## src/hw/rtl/hsj_pkg.sv

```systemverilog
// ----------------------------------------------------------------------------
// hsj_pkg
// Shared types, constants and jamo tables for the Hangul syllable to
// compatibility-jamo stream unit.
// ----------------------------------------------------------------------------
package hsj_pkg;

  // Code unit ranges
  localparam logic [15:0] SYL_FIRST      = 16'hAC00;
  localparam logic [15:0] SYL_LAST       = 16'hD7A3;
  localparam logic [15:0] JAMO_FIRST     = 16'h3131;
  localparam logic [15:0] JAMO_LAST      = 16'h3163;
  localparam logic [15:0] JAMO_LAST_CONS = 16'h314E;
  localparam logic [15:0] SEP_RESET      = 16'h3130;

  // Reciprocals for the index split: floor(x*R >> S) == floor(x/D) over range
  localparam logic [13:0] RECIP_28 = 14'd9363;  // shift 18, idx < 11172
  localparam logic [8:0]  RECIP_21 = 9'd391;    // shift 13, q < 399

  // Most units one input can cause
  localparam int unsigned MAX_RUN = 5;
  localparam int unsigned RUN_CNT_W = $clog2(MAX_RUN + 1);
  localparam int unsigned RUN_IDX_W = $clog2(MAX_RUN);

  // Run queue between front and back
  localparam int unsigned QUEUE_DEPTH = 2;
  localparam int unsigned QUEUE_PTR_W = (QUEUE_DEPTH > 1) ? $clog2(QUEUE_DEPTH) : 1;
  localparam int unsigned QUEUE_CNT_W = $clog2(QUEUE_DEPTH + 1);

  // Context codes
  typedef logic [1:0] ctx_t;
  localparam ctx_t CTX_NONE  = 2'd0;
  localparam ctx_t CTX_CONS  = 2'd1;
  localparam ctx_t CTX_VOWEL = 2'd2;

  typedef struct packed {
    logic [15:0] in_unit;
    logic        text_start;
  } in_item_t;

  typedef struct packed {
    logic [15:0] out_unit;
    logic        last_of_run;
  } out_item_t;

  // One decoded input: the units to emit, in order from entry 0
  typedef struct packed {
    logic [RUN_CNT_W-1:0]      cnt;
    logic [MAX_RUN-1:0][15:0]  units;
  } run_t;

  typedef struct packed {
    logic full;
    logic empty;
  } q_status_t;

  // Second entry zero means a single jamo
  typedef struct packed {
    logic [15:0] first;
    logic [15:0] second;
  } jamo_pair_t;

  function automatic logic [15:0] lead_jamo(input logic [4:0] l);
    logic [15:0] j;
    case (l)
      5'd0:    j = 16'h3131;
      5'd1:    j = 16'h3132;
      5'd2:    j = 16'h3134;
      5'd3:    j = 16'h3137;
      5'd4:    j = 16'h3138;
      5'd5:    j = 16'h3139;
      5'd6:    j = 16'h3141;
      5'd7:    j = 16'h3142;
      5'd8:    j = 16'h3143;
      5'd9:    j = 16'h3145;
      5'd10:   j = 16'h3146;
      5'd11:   j = 16'h3147;
      5'd12:   j = 16'h3148;
      5'd13:   j = 16'h3149;
      5'd14:   j = 16'h314A;
      5'd15:   j = 16'h314B;
      5'd16:   j = 16'h314C;
      5'd17:   j = 16'h314D;
      5'd18:   j = 16'h314E;
      default: j = 16'h0000;
    endcase
    return j;
  endfunction

  function automatic jamo_pair_t vowel_jamo(input logic [4:0] v);
    jamo_pair_t p;
    case (v)
      5'd0:    p = '{16'h314F, 16'h0000};
      5'd1:    p = '{16'h3150, 16'h0000};
      5'd2:    p = '{16'h3151, 16'h0000};
      5'd3:    p = '{16'h3152, 16'h0000};
      5'd4:    p = '{16'h3153, 16'h0000};
      5'd5:    p = '{16'h3154, 16'h0000};
      5'd6:    p = '{16'h3155, 16'h0000};
      5'd7:    p = '{16'h3156, 16'h0000};
      5'd8:    p = '{16'h3157, 16'h0000};
      5'd9:    p = '{16'h3157, 16'h314F};
      5'd10:   p = '{16'h3157, 16'h3150};
      5'd11:   p = '{16'h3157, 16'h3163};
      5'd12:   p = '{16'h315B, 16'h0000};
      5'd13:   p = '{16'h315C, 16'h0000};
      5'd14:   p = '{16'h315C, 16'h3153};
      5'd15:   p = '{16'h315C, 16'h3154};
      5'd16:   p = '{16'h315C, 16'h3163};
      5'd17:   p = '{16'h3160, 16'h0000};
      5'd18:   p = '{16'h3161, 16'h0000};
      5'd19:   p = '{16'h3161, 16'h3163};
      5'd20:   p = '{16'h3163, 16'h0000};
      default: p = '{16'h0000, 16'h0000};
    endcase
    return p;
  endfunction

  // Entry zero means no final
  function automatic jamo_pair_t final_jamo(input logic [4:0] t);
    jamo_pair_t p;
    case (t)
      5'd1:    p = '{16'h3131, 16'h0000};
      5'd2:    p = '{16'h3132, 16'h0000};
      5'd3:    p = '{16'h3131, 16'h3145};
      5'd4:    p = '{16'h3134, 16'h0000};
      5'd5:    p = '{16'h3134, 16'h3148};
      5'd6:    p = '{16'h3134, 16'h314E};
      5'd7:    p = '{16'h3137, 16'h0000};
      5'd8:    p = '{16'h3139, 16'h0000};
      5'd9:    p = '{16'h3139, 16'h3131};
      5'd10:   p = '{16'h3139, 16'h3141};
      5'd11:   p = '{16'h3139, 16'h3142};
      5'd12:   p = '{16'h3139, 16'h3145};
      5'd13:   p = '{16'h3139, 16'h314C};
      5'd14:   p = '{16'h3139, 16'h314D};
      5'd15:   p = '{16'h3139, 16'h314E};
      5'd16:   p = '{16'h3141, 16'h0000};
      5'd17:   p = '{16'h3142, 16'h0000};
      5'd18:   p = '{16'h3142, 16'h3145};
      5'd19:   p = '{16'h3145, 16'h0000};
      5'd20:   p = '{16'h3146, 16'h0000};
      5'd21:   p = '{16'h3147, 16'h0000};
      5'd22:   p = '{16'h3148, 16'h0000};
      5'd23:   p = '{16'h314A, 16'h0000};
      5'd24:   p = '{16'h314B, 16'h0000};
      5'd25:   p = '{16'h314C, 16'h0000};
      5'd26:   p = '{16'h314D, 16'h0000};
      5'd27:   p = '{16'h314E, 16'h0000};
      default: p = '{16'h0000, 16'h0000};
    endcase
    return p;
  endfunction

endpackage

```

## src/hw/rtl/hsj_front.sv

```systemverilog
// ----------------------------------------------------------------------------
// hsj_front
// Accepts code units, classifies them, splits syllables into jamo indexes
// over two stages and pushes one run descriptor per input into the queue.
// Holds the separator register and the consonant/vowel context.
// ----------------------------------------------------------------------------
module hsj_front (
  input  logic               clk,
  input  logic               rst_n,
  input  logic               in_valid,
  output logic               in_ready,
  input  hsj_pkg::in_item_t  in_data,
  input  logic               cfg_we,
  input  logic [15:0]        cfg_wdata,
  output logic               push,
  output hsj_pkg::run_t      push_data,
  input  logic               q_full
);

  typedef enum logic [1:0] {
    KIND_OTHER = 2'd0,
    KIND_SYL   = 2'd1,
    KIND_JAMO  = 2'd2
  } kind_t;

  logic [15:0]    sep_r;
  hsj_pkg::ctx_t  ctx_r;
  hsj_pkg::ctx_t  ctx_nxt;
  hsj_pkg::ctx_t  ctx_eff;

  logic           s1_valid_r;
  logic           s1_valid_nxt;
  kind_t          s1_kind_r;
  logic [15:0]    s1_unit_r;
  logic           s1_start_r;
  logic [8:0]     s1_q28_r;
  logic [4:0]     s1_t_r;

  logic           accept;
  kind_t          kind;
  logic [15:0]    idx_full;
  logic [13:0]    idx;
  logic [27:0]    q_prod;
  logic [8:0]     q28;
  logic [13:0]    q28_x28;
  logic [13:0]    t_diff;

  logic [17:0]    l_prod;
  logic [4:0]     l_idx;
  logic [8:0]     l_x21;
  logic [8:0]     v_diff;
  logic [4:0]     v_idx;
  logic [15:0]    lead_u;
  hsj_pkg::jamo_pair_t vow_p;
  hsj_pkg::jamo_pair_t fin_p;
  logic           vd;
  logic           fd;
  logic           has_t;
  logic           is_cons;
  logic           need_sep;

  // Handshake: stage one drains whenever the queue has room
  assign push     = s1_valid_r && !q_full;
  assign in_ready = !s1_valid_r || !q_full;
  assign accept   = in_valid && in_ready;

  // Classify the incoming unit
  always_comb begin
    if (in_data.in_unit >= hsj_pkg::SYL_FIRST && in_data.in_unit <= hsj_pkg::SYL_LAST) begin
      kind = KIND_SYL;
    end else if (in_data.in_unit >= hsj_pkg::JAMO_FIRST &&
                 in_data.in_unit <= hsj_pkg::JAMO_LAST) begin
      kind = KIND_JAMO;
    end else begin
      kind = KIND_OTHER;
    end
  end

  // Split off the final: q28 = idx / 28, t = idx % 28
  assign idx_full = in_data.in_unit - hsj_pkg::SYL_FIRST;
  assign idx      = idx_full[13:0];
  assign q_prod   = 28'(idx) * 28'(hsj_pkg::RECIP_28);
  assign q28      = q_prod[26:18];
  assign q28_x28  = {q28, 5'b0} - {3'b0, q28, 2'b0};
  assign t_diff   = idx - q28_x28;

  // Stage one control
  assign s1_valid_nxt = accept ? 1'b1 : (push ? 1'b0 : s1_valid_r);

  always_ff @(posedge clk) begin
    if (!rst_n) begin
      s1_valid_r <= 1'b0;
    end else begin
      s1_valid_r <= s1_valid_nxt;
    end
  end

  // Stage one payload
  always_ff @(posedge clk) begin
    if (accept) begin
      s1_kind_r  <= kind;
      s1_unit_r  <= in_data.in_unit;
      s1_start_r <= in_data.text_start;
      s1_q28_r   <= q28;
      s1_t_r     <= t_diff[4:0];
    end
  end

  // Split lead and vowel: l = q28 / 21, v = q28 % 21
  assign l_prod = 18'(s1_q28_r) * 18'(hsj_pkg::RECIP_21);
  assign l_idx  = l_prod[17:13];
  assign l_x21  = {l_idx, 4'b0} + {2'b0, l_idx, 2'b0} + {4'b0, l_idx};
  assign v_diff = s1_q28_r - l_x21;
  assign v_idx  = v_diff[4:0];

  // Look up jamo
  assign lead_u = hsj_pkg::lead_jamo(l_idx);
  assign vow_p  = hsj_pkg::vowel_jamo(v_idx);
  assign fin_p  = hsj_pkg::final_jamo(s1_t_r);
  assign vd     = vow_p.second != 16'h0000;
  assign fd     = fin_p.second != 16'h0000;
  assign has_t  = s1_t_r != 5'd0;

  // Context seen by this unit
  assign ctx_eff  = s1_start_r ? hsj_pkg::CTX_NONE : ctx_r;
  assign is_cons  = s1_unit_r <= hsj_pkg::JAMO_LAST_CONS;
  assign need_sep = (ctx_eff == hsj_pkg::CTX_VOWEL && is_cons) ||
                    (ctx_eff == hsj_pkg::CTX_CONS && !is_cons);

  // Build the run descriptor and the next context
  always_comb begin
    push_data.units = '0;
    push_data.cnt   = hsj_pkg::RUN_CNT_W'(1);
    ctx_nxt         = hsj_pkg::CTX_NONE;
    case (s1_kind_r)
      KIND_SYL: begin
        push_data.units[0] = lead_u;
        push_data.units[1] = vow_p.first;
        if (vd) begin
          push_data.units[2] = vow_p.second;
          push_data.units[3] = fin_p.first;
          push_data.units[4] = fin_p.second;
        end else begin
          push_data.units[2] = fin_p.first;
          push_data.units[3] = fin_p.second;
        end
        push_data.cnt = hsj_pkg::RUN_CNT_W'(2) + hsj_pkg::RUN_CNT_W'(vd) +
                        hsj_pkg::RUN_CNT_W'(has_t) + hsj_pkg::RUN_CNT_W'(fd);
        ctx_nxt = has_t ? hsj_pkg::CTX_CONS : hsj_pkg::CTX_VOWEL;
      end
      KIND_JAMO: begin
        if (need_sep) begin
          push_data.units[0] = sep_r;
          push_data.units[1] = s1_unit_r;
          push_data.cnt      = hsj_pkg::RUN_CNT_W'(2);
        end else begin
          push_data.units[0] = s1_unit_r;
        end
        ctx_nxt = ctx_eff;
      end
      default: begin
        push_data.units[0] = s1_unit_r;
        ctx_nxt            = hsj_pkg::CTX_NONE;
      end
    endcase
  end

  // Update context and separator
  always_ff @(posedge clk) begin
    if (!rst_n) begin
      ctx_r <= hsj_pkg::CTX_NONE;
      sep_r <= hsj_pkg::SEP_RESET;
    end else begin
      if (push) begin
        ctx_r <= ctx_nxt;
      end
      if (cfg_we) begin
        sep_r <= cfg_wdata;
      end
    end
  end

endmodule

```

## src/hw/rtl/hsj_queue.sv

```systemverilog
// ----------------------------------------------------------------------------
// hsj_queue
// Short FIFO of run descriptors between the front and the back.
// ----------------------------------------------------------------------------
module hsj_queue (
  input  logic                clk,
  input  logic                rst_n,
  input  logic                push,
  input  hsj_pkg::run_t       push_data,
  input  logic                pop,
  output hsj_pkg::run_t       head,
  output hsj_pkg::q_status_t  status
);

  localparam logic [hsj_pkg::QUEUE_PTR_W-1:0] LAST_PTR =
    hsj_pkg::QUEUE_PTR_W'(hsj_pkg::QUEUE_DEPTH - 1);

  hsj_pkg::run_t                    mem_r [hsj_pkg::QUEUE_DEPTH];
  logic [hsj_pkg::QUEUE_PTR_W-1:0]  wr_ptr_r;
  logic [hsj_pkg::QUEUE_PTR_W-1:0]  rd_ptr_r;
  logic [hsj_pkg::QUEUE_CNT_W-1:0]  count_r;
  logic [hsj_pkg::QUEUE_CNT_W-1:0]  count_nxt;

  assign head         = mem_r[rd_ptr_r];
  assign status.full  = count_r == hsj_pkg::QUEUE_CNT_W'(hsj_pkg::QUEUE_DEPTH);
  assign status.empty = count_r == '0;

  always_comb begin
    count_nxt = count_r;
    if (push && !pop) begin
      count_nxt = count_r + 1'b1;
    end else if (pop && !push) begin
      count_nxt = count_r - 1'b1;
    end
  end

  // Advance pointers and count
  always_ff @(posedge clk) begin
    if (!rst_n) begin
      wr_ptr_r <= '0;
      rd_ptr_r <= '0;
      count_r  <= '0;
    end else begin
      count_r <= count_nxt;
      if (push) begin
        wr_ptr_r <= (wr_ptr_r == LAST_PTR) ? '0 : wr_ptr_r + 1'b1;
      end
      if (pop) begin
        rd_ptr_r <= (rd_ptr_r == LAST_PTR) ? '0 : rd_ptr_r + 1'b1;
      end
    end
  end

  // Store entries
  always_ff @(posedge clk) begin
    if (push) begin
      mem_r[wr_ptr_r] <= push_data;
    end
  end

endmodule

```

## src/hw/rtl/hsj_back.sv

```systemverilog
// ----------------------------------------------------------------------------
// hsj_back
// Walks the run at the head of the queue one unit per beat into the
// output register and pops the run as its last unit is loaded.
// ----------------------------------------------------------------------------
module hsj_back (
  input  logic                clk,
  input  logic                rst_n,
  input  hsj_pkg::run_t       head,
  input  logic                q_empty,
  output logic                pop,
  output logic                out_valid,
  input  logic                out_ready,
  output hsj_pkg::out_item_t  out_data
);

  logic [hsj_pkg::RUN_IDX_W-1:0]  pos_r;
  logic [hsj_pkg::RUN_IDX_W-1:0]  pos_nxt;
  logic                           out_valid_r;
  logic                           out_valid_nxt;
  hsj_pkg::out_item_t             out_data_r;
  logic                           load;
  logic                           last;

  assign load = !q_empty && (!out_valid_r || out_ready);
  assign last = hsj_pkg::RUN_CNT_W'(pos_r) == head.cnt - 1'b1;
  assign pop  = load && last;

  assign pos_nxt       = load ? (last ? '0 : pos_r + 1'b1) : pos_r;
  assign out_valid_nxt = load ? 1'b1 : (out_ready ? 1'b0 : out_valid_r);

  // Advance position and output valid
  always_ff @(posedge clk) begin
    if (!rst_n) begin
      pos_r       <= '0;
      out_valid_r <= 1'b0;
    end else begin
      pos_r       <= pos_nxt;
      out_valid_r <= out_valid_nxt;
    end
  end

  // Load the next unit
  always_ff @(posedge clk) begin
    if (load) begin
      out_data_r.out_unit    <= head.units[pos_r];
      out_data_r.last_of_run <= last;
    end
  end

  assign out_valid = out_valid_r;
  assign out_data  = out_data_r;

endmodule

```

## src/hw/rtl/hangul_syllable_to_jamo_stream_unit.sv

```systemverilog
// ----------------------------------------------------------------------------
// hangul_syllable_to_jamo_stream_unit
// Splits Hangul syllables into compatibility jamo, separates lone jamo that
// would merge, and passes other UTF-16 units through.
// ----------------------------------------------------------------------------
// Path: an input beat passes the stage one register, the queue and the output register.
// Throughput: one result per cycle while out_ready is high; an input causes 1 to 5 results,
//   walked out one at a time through the single output register.
// Reset: synchronous active low; clears context, queue and valids, and sets
//   the separator to 0x3130.
module hangul_syllable_to_jamo_stream_unit (
  input  logic                clk,
  input  logic                rst_n,
  input  logic                in_valid,
  output logic                in_ready,
  input  hsj_pkg::in_item_t   in_data,
  output logic                out_valid,
  input  logic                out_ready,
  output hsj_pkg::out_item_t  out_data,
  input  logic                cfg_we,
  input  logic [15:0]         cfg_wdata
);

  logic                push;
  hsj_pkg::run_t       push_data;
  logic                pop;
  hsj_pkg::run_t       head;
  hsj_pkg::q_status_t  q_stat;

  hsj_front u_front (
    .clk       (clk),
    .rst_n     (rst_n),
    .in_valid  (in_valid),
    .in_ready  (in_ready),
    .in_data   (in_data),
    .cfg_we    (cfg_we),
    .cfg_wdata (cfg_wdata),
    .push      (push),
    .push_data (push_data),
    .q_full    (q_stat.full)
  );

  hsj_queue u_queue (
    .clk       (clk),
    .rst_n     (rst_n),
    .push      (push),
    .push_data (push_data),
    .pop       (pop),
    .head      (head),
    .status    (q_stat)
  );

  hsj_back u_back (
    .clk       (clk),
    .rst_n     (rst_n),
    .head      (head),
    .q_empty   (q_stat.empty),
    .pop       (pop),
    .out_valid (out_valid),
    .out_ready (out_ready),
    .out_data  (out_data)
  );

  // Never push into a full queue
  a_no_overflow: assert property (@(posedge clk) disable iff (!rst_n)
    push |-> !q_stat.full) else $error("run pushed into full queue");

  // Never pop an empty queue
  a_no_underflow: assert property (@(posedge clk) disable iff (!rst_n)
    pop |-> !q_stat.empty) else $error("run popped from empty queue");

  // Every queued run holds one to five units
  a_run_len: assert property (@(posedge clk) disable iff (!rst_n)
    !q_stat.empty |-> (head.cnt >= hsj_pkg::RUN_CNT_W'(1) &&
                       head.cnt <= hsj_pkg::RUN_CNT_W'(hsj_pkg::MAX_RUN)))
    else $error("queued run has bad length");

  // Input stalls only on a full queue
  a_stall_cause: assert property (@(posedge clk) disable iff (!rst_n)
    !in_ready |-> q_stat.full) else $error("input stalled without full queue");

endmodule
```

## config.mk

```make
export PLATFORM = sky130hd
export DESIGN_NAME = hangul_syllable_to_jamo_stream_unit
export DESIGN_NICKNAME = d
export VERILOG_FILES = /design/src/hw/rtl/hsj_pkg.sv /design/src/hw/rtl/hsj_front.sv /design/src/hw/rtl/hsj_queue.sv /design/src/hw/rtl/hsj_back.sv /design/src/hw/rtl/hangul_syllable_to_jamo_stream_unit.sv
export SDC_FILE = /design/constraint.sdc
export NUM_CORES = 1
export LEC_CHECK = 0
export BUFFER_PORTS_ARGS = -buffer_cell sky130_fd_sc_hd__buf_2
export CORE_UTILIZATION = 25
export DETAILED_ROUTE_END_ITERATION = 6
export GPL_ROUTABILITY_DRIVEN = 0
export GPL_TIMING_DRIVEN = 0
export HOLD_SLACK_MARGIN = 0.03
export SLEW_MARGIN = 30
export SYNTH_ARGS = -nofsm -noshare
export SYNTH_HDL_FRONTEND = slang
export SYNTH_SLANG_ARGS = --single-unit
```

## constraint.sdc

```tcl
create_clock -name clk -period 10.45 [get_ports clk]
set_input_delay 2.09 -clock clk [delete_from_list [all_inputs] [get_ports clk]]
set_output_delay 2.09 -clock clk [all_outputs]
set_load 0.02 [all_outputs]
```

-- Word level (Yosys, flattened, before mapping)
Memory sizes are Yosys's and may differ from the RTL's. A register that Yosys moved wholly into a read port is not among the register bits.
Cells that the tools add are included.
- flip-flop bits (word level): 77
- RAM bits: 166
- memory bits (read-only): 1600
- bits of input ports: 38
- output and inout port bits: 19
- logic and storage cells: 104
- memories: 4
- add/subtract/negate cells: 15
- multipliers: 2
- order comparisons: 6
- equality and inequality tests: 6
- multiplexer cells: 29
- reductions and logical operators: 27
- memories (memory ; depth ; width ; rd ports ; clocked after memory_dff ; write ports ; RTL line ; source):
    (no name shown) ; 32 ; 20 ; 1 ; 1 ; 0 ; hsj_pkg.sv:122 ; case (t)
    (no name shown) ; 32 ; 20 ; 1 ; 0 ; 0 ; hsj_pkg.sv:92 ; case (v)
    (no name shown) ; 32 ; 10 ; 1 ; 0 ; 0 ; hsj_pkg.sv:65 ; case (l)
    u_queue.mem_r ; 2 ; 83 ; 1 ; 1 ; 1 ; hsj_queue.sv:18 ; hsj_pkg::run_t mem_r [hsj_pkg::QUEUE_DEPTH];
- operators with widths (operator ; count):
    $mux 16 ; 4
    $pmux 16 s2 ; 2
    $bmux 16 s3 ; 1
    $mux 48 ; 1
    $le 16x14->1 const B ; 2
    $mux 32 ; 1
    $reduce_bool 16->1 ; 2
    $mul 14x14->27 const B ; 1
    $mul 9x9->18 const B ; 1
    $ge 16x14->1 const B ; 1
    $ge 16x16->1 const B ; 1
    $le 16x16->1 const B ; 1
    $sub 14x14->14 const B ; 1
    $mux 2 ; 6
    $add 5x5->5 ; 2
    $logic_and 1x1->1 ; 10
    $mux 1 ; 10
    $sub 5x5->5 ; 2
    $logic_not 1->1 ; 7
    $add 3x1->3 ; 2
    $eq 2x2->1 const B ; 3
    $pmux 3 s2 ; 1
    $reduce_bool 2->1 ; 3
    $mux 5 ; 1
    15 further kinds ; 19

-- Logic depth before layout (Yosys ltp)
Gate-level depths: netlist of the first run.
An unclocked memory read counts as a cell.
- depth after elaboration: 10
- depth in mapped cells: 29

-- By module
Synthesis of the first run repeated with hierarchy kept, for this count alone.
- cells, all modules: 1280
- area total of the unflattened synthesis: 15728.8 um^2
- by module, submodules not included (module ; times used ; cells each ; area an instance (um^2)):
    hsj_front ; 1 ; 883 ; 8129.0
    hsj_queue ; 1 ; 280 ; 6229.7
    hsj_back ; 1 ; 117 ; 1370.1

-- Worst setup path before layout of the first run
OpenSTA, ideal clock, no wires.
- path kind: in2reg
- start: input in_data[11] in the netlist's numbering
- end: register, netlist name u_front.fin_p[0]
- setup time: 122 ps
- arrival time: 7716 ps
- slack: 2612 ps
- cell stages on the path: 20
- path buffers: 0
- cells stage by stage: ha_1 xnor2_1 ha_1 ha_1 fa_1 fa_1 fa_1 ha_1 nand3_1 a221o_1 a32oi_1 xor2_1 ha_1 inv_1 fa_1 xor2_1 xnor3_1 mux2i_1 nor3_1 a311o_1
- longest elaborated chain between the ends: 5
- RTL lines (item ; RTL line ; source):
    start: declaration ; hangul_syllable_to_jamo_stream_unit.sv:16 ; input hsj_pkg::in_item_t in_data,
    $sub 14x14->14 ; hsj_front.sv:80 ; assign idx_full = in_data.in_unit - hsj_pkg::SYL_FIRST;
    $mul 14x14->27 ; hsj_front.sv:82 ; assign q_prod = 28'(idx) * 28'(hsj_pkg::RECIP_28);
    via u_front.q_prod[18] ; hsj_front.sv:43 ; logic [27:0] q_prod;
    $sub 1x5->5 ; hsj_front.sv:84 ; assign q28_x28 = {q28, 5'b0} - {3'b0, q28, 2'b0};
    $sub 5x5->5 ; hsj_front.sv:85 ; assign t_diff = idx - q28_x28;
    via u_front.t_diff[4] ; hsj_front.sv:46 ; logic [13:0] t_diff;
    $mux 5 (no line) ; -- ;
The timed path passes the listed nets, and every way through them passes these cells.
A chain may end at the register's enable or synchronous reset.

-- Worst setup path in the final report of the first run
- start: input in_data[11] in the netlist's numbering
- end: register, netlist name u_front.fin_p[0]
- longest elaborated chain between the ends: 5
- RTL lines (item ; RTL line):
    $sub 14x14->14 ; hsj_front.sv:80
    $mul 14x14->27 ; hsj_front.sv:82
    via u_front.q_prod[18] ; hsj_front.sv:43
    $sub 1x5->5 ; hsj_front.sv:84
    $sub 5x5->5 ; hsj_front.sv:85
    via u_front.t_diff[4] ; hsj_front.sv:46
    $mux 5 (no line) ; --
The timed path passes the listed nets, and every way through them passes these cells.

==> results of run 1 <==
## routing by layer
layer  track usage, %  up-vias  routed length [µm]
met2            19.33      195               14260
li1                 -     4119                   -
met1            15.85     4211               14540
met3            1.120       40                1128
met5                0        -                  13
met4            2.214        2                 461
## tightest hold or removal path, cell delays in order, from the launching register on
cell     delay, ns
dfxtp_1       0.33
mux2i_1       0.06
nor2b_1       0.09
## worst min-delay path by stage
stage | startpoint | endpoint | slack [ns]
global route | u_front.sep_r[9] | u_front.sep_r[9] | 0.54
CTS | u_front.sep_r[9] | u_front.sep_r[9] | 0.53
finish | u_front.sep_r[9] | u_front.sep_r[9] | 0.52
global placement | u_front.sep_r[9] | u_front.sep_r[9] | 0.50
detailed placement | u_front.sep_r[12] | u_front.sep_r[12] | 0.51
floorplan | u_front.sep_r[4] | u_front.sep_r[4] | 0.44
## layout by cell type, fill, tap and decap left out, types with 6 or more instances in the layout
| cell | Yosys | layout |
|---|---|---|
| nand2b_1 | 9 | 9 |
| a22o_1 | 10 | 10 |
| mux2i_1 | 50 | 50 |
| clkbuf_1 | 28 | 33 |
| ha_1 | 173 | 173 |
| clkinv_1 | 0 | 6 |
| o21ai_0 | 30 | 30 |
| nor2_1 | 40 | 38 |
| xnor2_1 | 22 | 21 |
| nor2b_1 | 20 | 20 |
| inv_1 | 106 | 105 |
| mux2_2 | 7 | 7 |
| clkbuf_16 | 0 | 23 |
| mux4_2 | 22 | 22 |
| a21o_1 | 15 | 15 |
| nand3_1 | 15 | 15 |
| buf_2 | 0 | 55 |
| a21oi_1 | 28 | 28 |
| nand2_1 | 72 | 72 |
| o21a_1 | 10 | 10 |
| edfxtp_1 | 162 | 162 |
| dfxtp_1 | 42 | 42 |
| a221o_1 | 6 | 6 |
| fa_1 | 47 | 47 |
| and2_1 | 18 | 18 |
| xor2_1 | 15 | 15 |
| nand4_1 | 7 | 7 |
| o22ai_1 | 9 | 9 |
| nor3_1 | 11 | 11 |
| and3_1 | 12 | 11 |
## logic make-up after synthesis
group	count (synthesis)	synth area share, %
flip-flops	204	43.36
AND/OR/NAND/NOR	227	8.710
multiplexers	80	8.339
AO/OA/AOI/OAI	169	9.166
XOR/XNOR	39	2.805
buffers and inverters	138	4.022
adder cells (fa/ha/maj)	220	23.60
## through the flow
step / hold slack [ns] / worst slack, ns / instances
6_report: 0.5215 / 1.936 / 1859
5_1_grt: 0.5446 / 1.606 / 1858
4_1_cts: 0.5282 / 1.939 / 1858
3_5_place_dp: 0.5085 / 1.441 / 1817
3_3_place_gp: 0.5006 / 1.571 / 1812
2_1_floorplan: 0.4420 / 2.612 / 1077
## sequential cells by signal, summed over array words and instances, names as in the netlist, 2 cells and up, named ones only
register,flops
u_front.ctx_r,2
u_queue.mem_r,114
u_front.s1_q28_r,9
u_front.fin_p,14
u_front.s1_unit_r,14
u_back.out_data,17
u_front.s1_kind_r,2
u_front.sep_r,16
u_queue.count_r,2
u_back.pos_r,3
u_front.s1_t_r,5
## cell type report
class,instances,area [µm²]
multi-input cells,735,6952
plain buffers,31,130.1
diodes,1,2.502
clock inverters,12,95.09
inverters,107,401.6
fillers,5223,36470
well taps,680,850.8
repair buffers,60,412.9
flip-flops and latches,204,5705
clock buffers,29,598.1
==> impl_metrics.json, run 1 <==
{
  "status": "complete, no violations",
  "synth_area_um2": 13160,
  "antenna_left": 0,
  "placed_cell_area_um2": 14440,
  "worst-slew-pin-transition_ns": 0.8673,
  "drive_above_1_share_pct": 11.88,
  "syn_to_final_growth_pct": 15.12,
  "reg2reg_to": "u_queue.mem_r[1][81]",
  "drtPass1Iterations": 5,
  "clk_pin_slew_ns": 0.07,
  "drt-wirelength-per-cell_um": 16.36,
  "synthArstFlopShare_pct": 0,
  "start_util_pct": 25.50,
  "die_x_um": 231.4,
  "finalHoldViolations": 0,
  "startpoint": "in_data[11]",
  "cts_hold_buf": 0,
  "synth.avg_cell_area_um2": 12.22,
  "crit_top_cell": "ha_1",
  "finalSetupViolations": 0,
  "dr_total_vias": 8567,
  "crit_buf_inv": 2,
  "finalSetupTns_ns": 0,
  "endpoint_kind": "register",
  "max_stage_delay_ns": 0.67,
  "rsz0062_at_grt": "false",
  "htreeDepth": 1,
  "clockBufferDepth": 3,
  "worstPathArrival_ns": 8.90,
  "yosys_most_used_dff": "edfxtp_1",
  "clock_latency_ns": 0.52,
  "drc": 0,
  "cap_violations": 0,
  "dieArea_um2": 53560,
  "synthTopCellsByArea": "edfxtp_1, ha_1, fa_1",
  "synthCells": 1077,
  "path_cells": "buf_2 -> ha_1 -> xnor2_1 -> ha_1 -> ha_1 -> fa_1 -> fa_1 -> fa_1 -> ha_1 -> nand3_1 -> a221o_1 -> a32oi_1 -> xor2_1 -> ha_1 -> inv_1 -> fa_1 -> xor2_1 -> xnor3_1 -> mux2i_1 -> nor3_1 -> a311o_1",
  "critPathRequiredTime_ns": 10.84,
  "antenna_found_initial": 2,
  "nets": 1420,
  "post_cts_resized": 0,
  "globalRoute.totalOverflow": 0,
  "io_buffers": 55,
  "grt_pass1_wl_um": 48370,
  "synth_cell_types": 73,
  "initialDrtViolationCount": 527,
  "slowest_stage": "xnor2_1",
  "cp-endpoint": "u_front.fin_p[0]",
  "start_kind": "input port",
  "finalMaxSlewViolations": 0,
  "root_buffer": "clkbuf_16",
  "io_pins": 57,
  "min_period_ns": 8.514,
  "max_slew_margin_pct": 42.18,
  "clock-sinks": 204,
  "hold-path-cell-count": 2,
  "fin_worst_skew_ns": 0.01846,
  "cp.depth": 21,
  "finalCritPeriodShare_pct": 81.48,
  "yosysMostFrequentCell": "ha_1",
  "grt_pass1_vias": 8808,
  "fin_util_pct": 29.35,
  "seq_area_frac_synth_pct": 43.36,
  "hpwl_um": 23790,
  "synthTopCellsByCount": "ha_1, edfxtp_1, inv_1",
  "yosysTopAreaCell": "edfxtp_1",
  "ys_seq_elements": 204,
  "synth_top_cell_area_share_pct": 36.97,
  "crit_family": "adder cells",
  "cp_max_fo": 9,
  "cts_buffers": 23,
  "grtUsageTotal_pct": 11.45,
  "synth_edf_count": 162,
  "fmax_mhz": 117.5,
  "design_area_um2": 15150,
  "grt_max_degree": 44,
  "crit_type": "input port to register",
  "post-cts-setup-buffer-count": 0,
  "routed_wl_um": 30400,
  "ys_warn_count": 0,
  "rrSetupSlack_ns": 2.04,
  "worstReg2RegStart": "u_front.s1_q28_r[1]",
  "hold_class": "register to register",
  "r2r_cells": 27,
  "die_y_um": 231.4,
  "row_count": 83,
  "synth_fp_nets": 1335,
  "cts_tree": "done",
  "viasPerCell": 4.608,
  "core_um2": 51610
}
Power of run 1 is left out: the tool's default activity adds up to more than one toggle a clock period on the data nets, which glitch-free logic cannot reach.
==> run 2, diff against run 1 <==
- clock period: 10.45 -> 8.4 ns (I/O delays scaled with it)
==> impl_metrics.json, run 2 (synthesis results as in run 1) <==
{
  "status": "complete, no violations",
  "cts_hold_buf": 0,
  "final_cells": 1862,
  "die_x_um": 231.4,
  "antenna_left": 0,
  "viasPerCell": 4.605,
  "nets": 1423,
  "dieArea_um2": 53560,
  "grtUsageTotal_pct": 11.45,
  "clockBufferDepth": 3,
  "fmax_mhz": 125.1,
  "clk_pin_slew_ns": 0.06,
  "clock_latency_ns": 0.52,
  "drtPass1Iterations": 6,
  "final_cell_mix": "ha_1, edfxtp_1, inv_1",
  "syn_to_final_growth_pct": 15.50,
  "worstPathArrival_ns": 8.31,
  "io_pins": 57,
  "cp_max_fo": 8,
  "cts_tree": "done",
  "start_util_pct": 25.50,
  "drc": 0,
  "grt_max_degree": 44,
  "finalMaxSlewViolations": 0,
  "endpoint_kind": "register",
  "crit_type": "register to register",
  "rrSetupSlack_ns": 0.41,
  "finalHoldViolations": 0,
  "holdWs_ns": 0.5220,
  "hold_class": "register to register",
  "hpwl_um": 23790,
  "initialDrtViolationCount": 575,
  "min_period_ns": 7.992,
  "placedCellCount": 1817,
  "drive_above_1_share_pct": 12.53,
  "start_kind": "register",
  "finalCritPeriodShare_pct": 95.15,
  "finalSetupViolations": 0,
  "grt_pass1_wl_um": 48370,
  "dr_total_vias": 8574,
  "grtUsageMet2_pct": 19.33,
  "core_um2": 51610,
  "cap_violations": 0,
  "die_y_um": 231.4,
  "busiest_layer": "met2",
  "htreeDepth": 1,
  "antenna_found_initial": 2,
  "drt-wirelength-per-cell_um": 16.33,
  "io_buffers": 55,
  "finalSetupTns_ns": 0,
  "grt_use_met1_pct": 15.85,
  "layout_commonest_cell": "ha_1",
  "routed_wl_um": 30400,
  "fin_util_pct": 29.45,
  "largest_register_ffs": 114,
  "clock-sinks": 204,
  "worst-slew-pin-transition_ns": 0.8686,
  "regMostFlops": "u_queue.mem_r",
  "fin_worst_skew_ns": 0.01817,
  "row_count": 83,
  "root_buffer": "clkbuf_16",
  "cts_buffers": 23,
  "critPathRequiredTime_ns": 8.72,
  "grt_pass1_vias": 8808,
  "max_slew_margin_pct": 42.09,
  "use_met3_pct": 1.120,
  "globalRoute.totalOverflow": 0
}
## run 2: changes by cell type in the layout (fill, tap and decap cells not counted), sizes merged
cell / delta
clkbuf: -1
buf: +4
## run 2: layer usage
layer / vias up / share of wire, %
met5: - / 0.043
met4: 2 / 1.5
li1: 4121 / -
met1: 4214 / 47
met2: 199 / 47
met3: 38 / 4.2
## run 2: repair_timing
action	in CTS	in global routing
hold endpoints to repair	0	0
setup endpoints to repair	0	16
setup buffers	0	4
resized for setup	0	5
## run 2: per-stage QoR
step                setup slack [ns]  area (µm²)
floorplan                     0.9723       13160
finish                        0.4077       15200
global placement            -0.06934       14290
global route               -0.002133       15200
detailed placement           -0.1989       14440
CTS                          0.04195       15140
## run 2: final timing paths
path / start / endpoint / cells after the start
worst max register to register: u_front.s1_q28_r[2] / u_queue.mem_r[1][80] / 27
worst min register to register: u_front.sep_r[9] / u_front.sep_r[9] / 2
worst min-delay path: u_front.sep_r[9] / u_front.sep_r[9] / 2
worst max-delay path: u_front.s1_q28_r[2] / u_queue.mem_r[1][80] / 27
## run 2: area by class of cell
type | count | area (µm²)
Fill cell | 5216 | 36410
Multi-Input combinational cell | 735 | 6975
Sequential cell | 204 | 5705
Tap cell | 680 | 850.8
Clock buffer | 29 | 598.1
Timing Repair Buffer | 64 | 442.9
Inverter | 107 | 401.6
Buffer | 30 | 126.4
Clock inverter | 12 | 95.09
Antenna cell | 1 | 2.502
## run 2: worst max-delay path, cell delays in order, from the launching register on
cell      delay [ns]
edfxtp_1        0.44
ha_1            0.33
ha_1            0.28
inv_1           0.05
fa_1            0.51
fa_1            0.54
inv_1           0.04
ha_1            0.29
a211oi_1        0.29
o31ai_1         0.13
a211o_2         0.39
o21ai_1         0.25
nand2b_1        0.14
xor2_2          0.20
ha_1            0.28
inv_1           0.05
fa_1            0.45
ha_1            0.40
a21oi_1         0.11
xnor2_1         0.25
xnor3_1         0.30
and3_1          0.22
or4_4           0.44
and2_4          0.20
mux2i_4         0.29
inv_2           0.18
fa_1            0.46
o21bai_1        0.26
Power of run 2 is left out for the same reason.
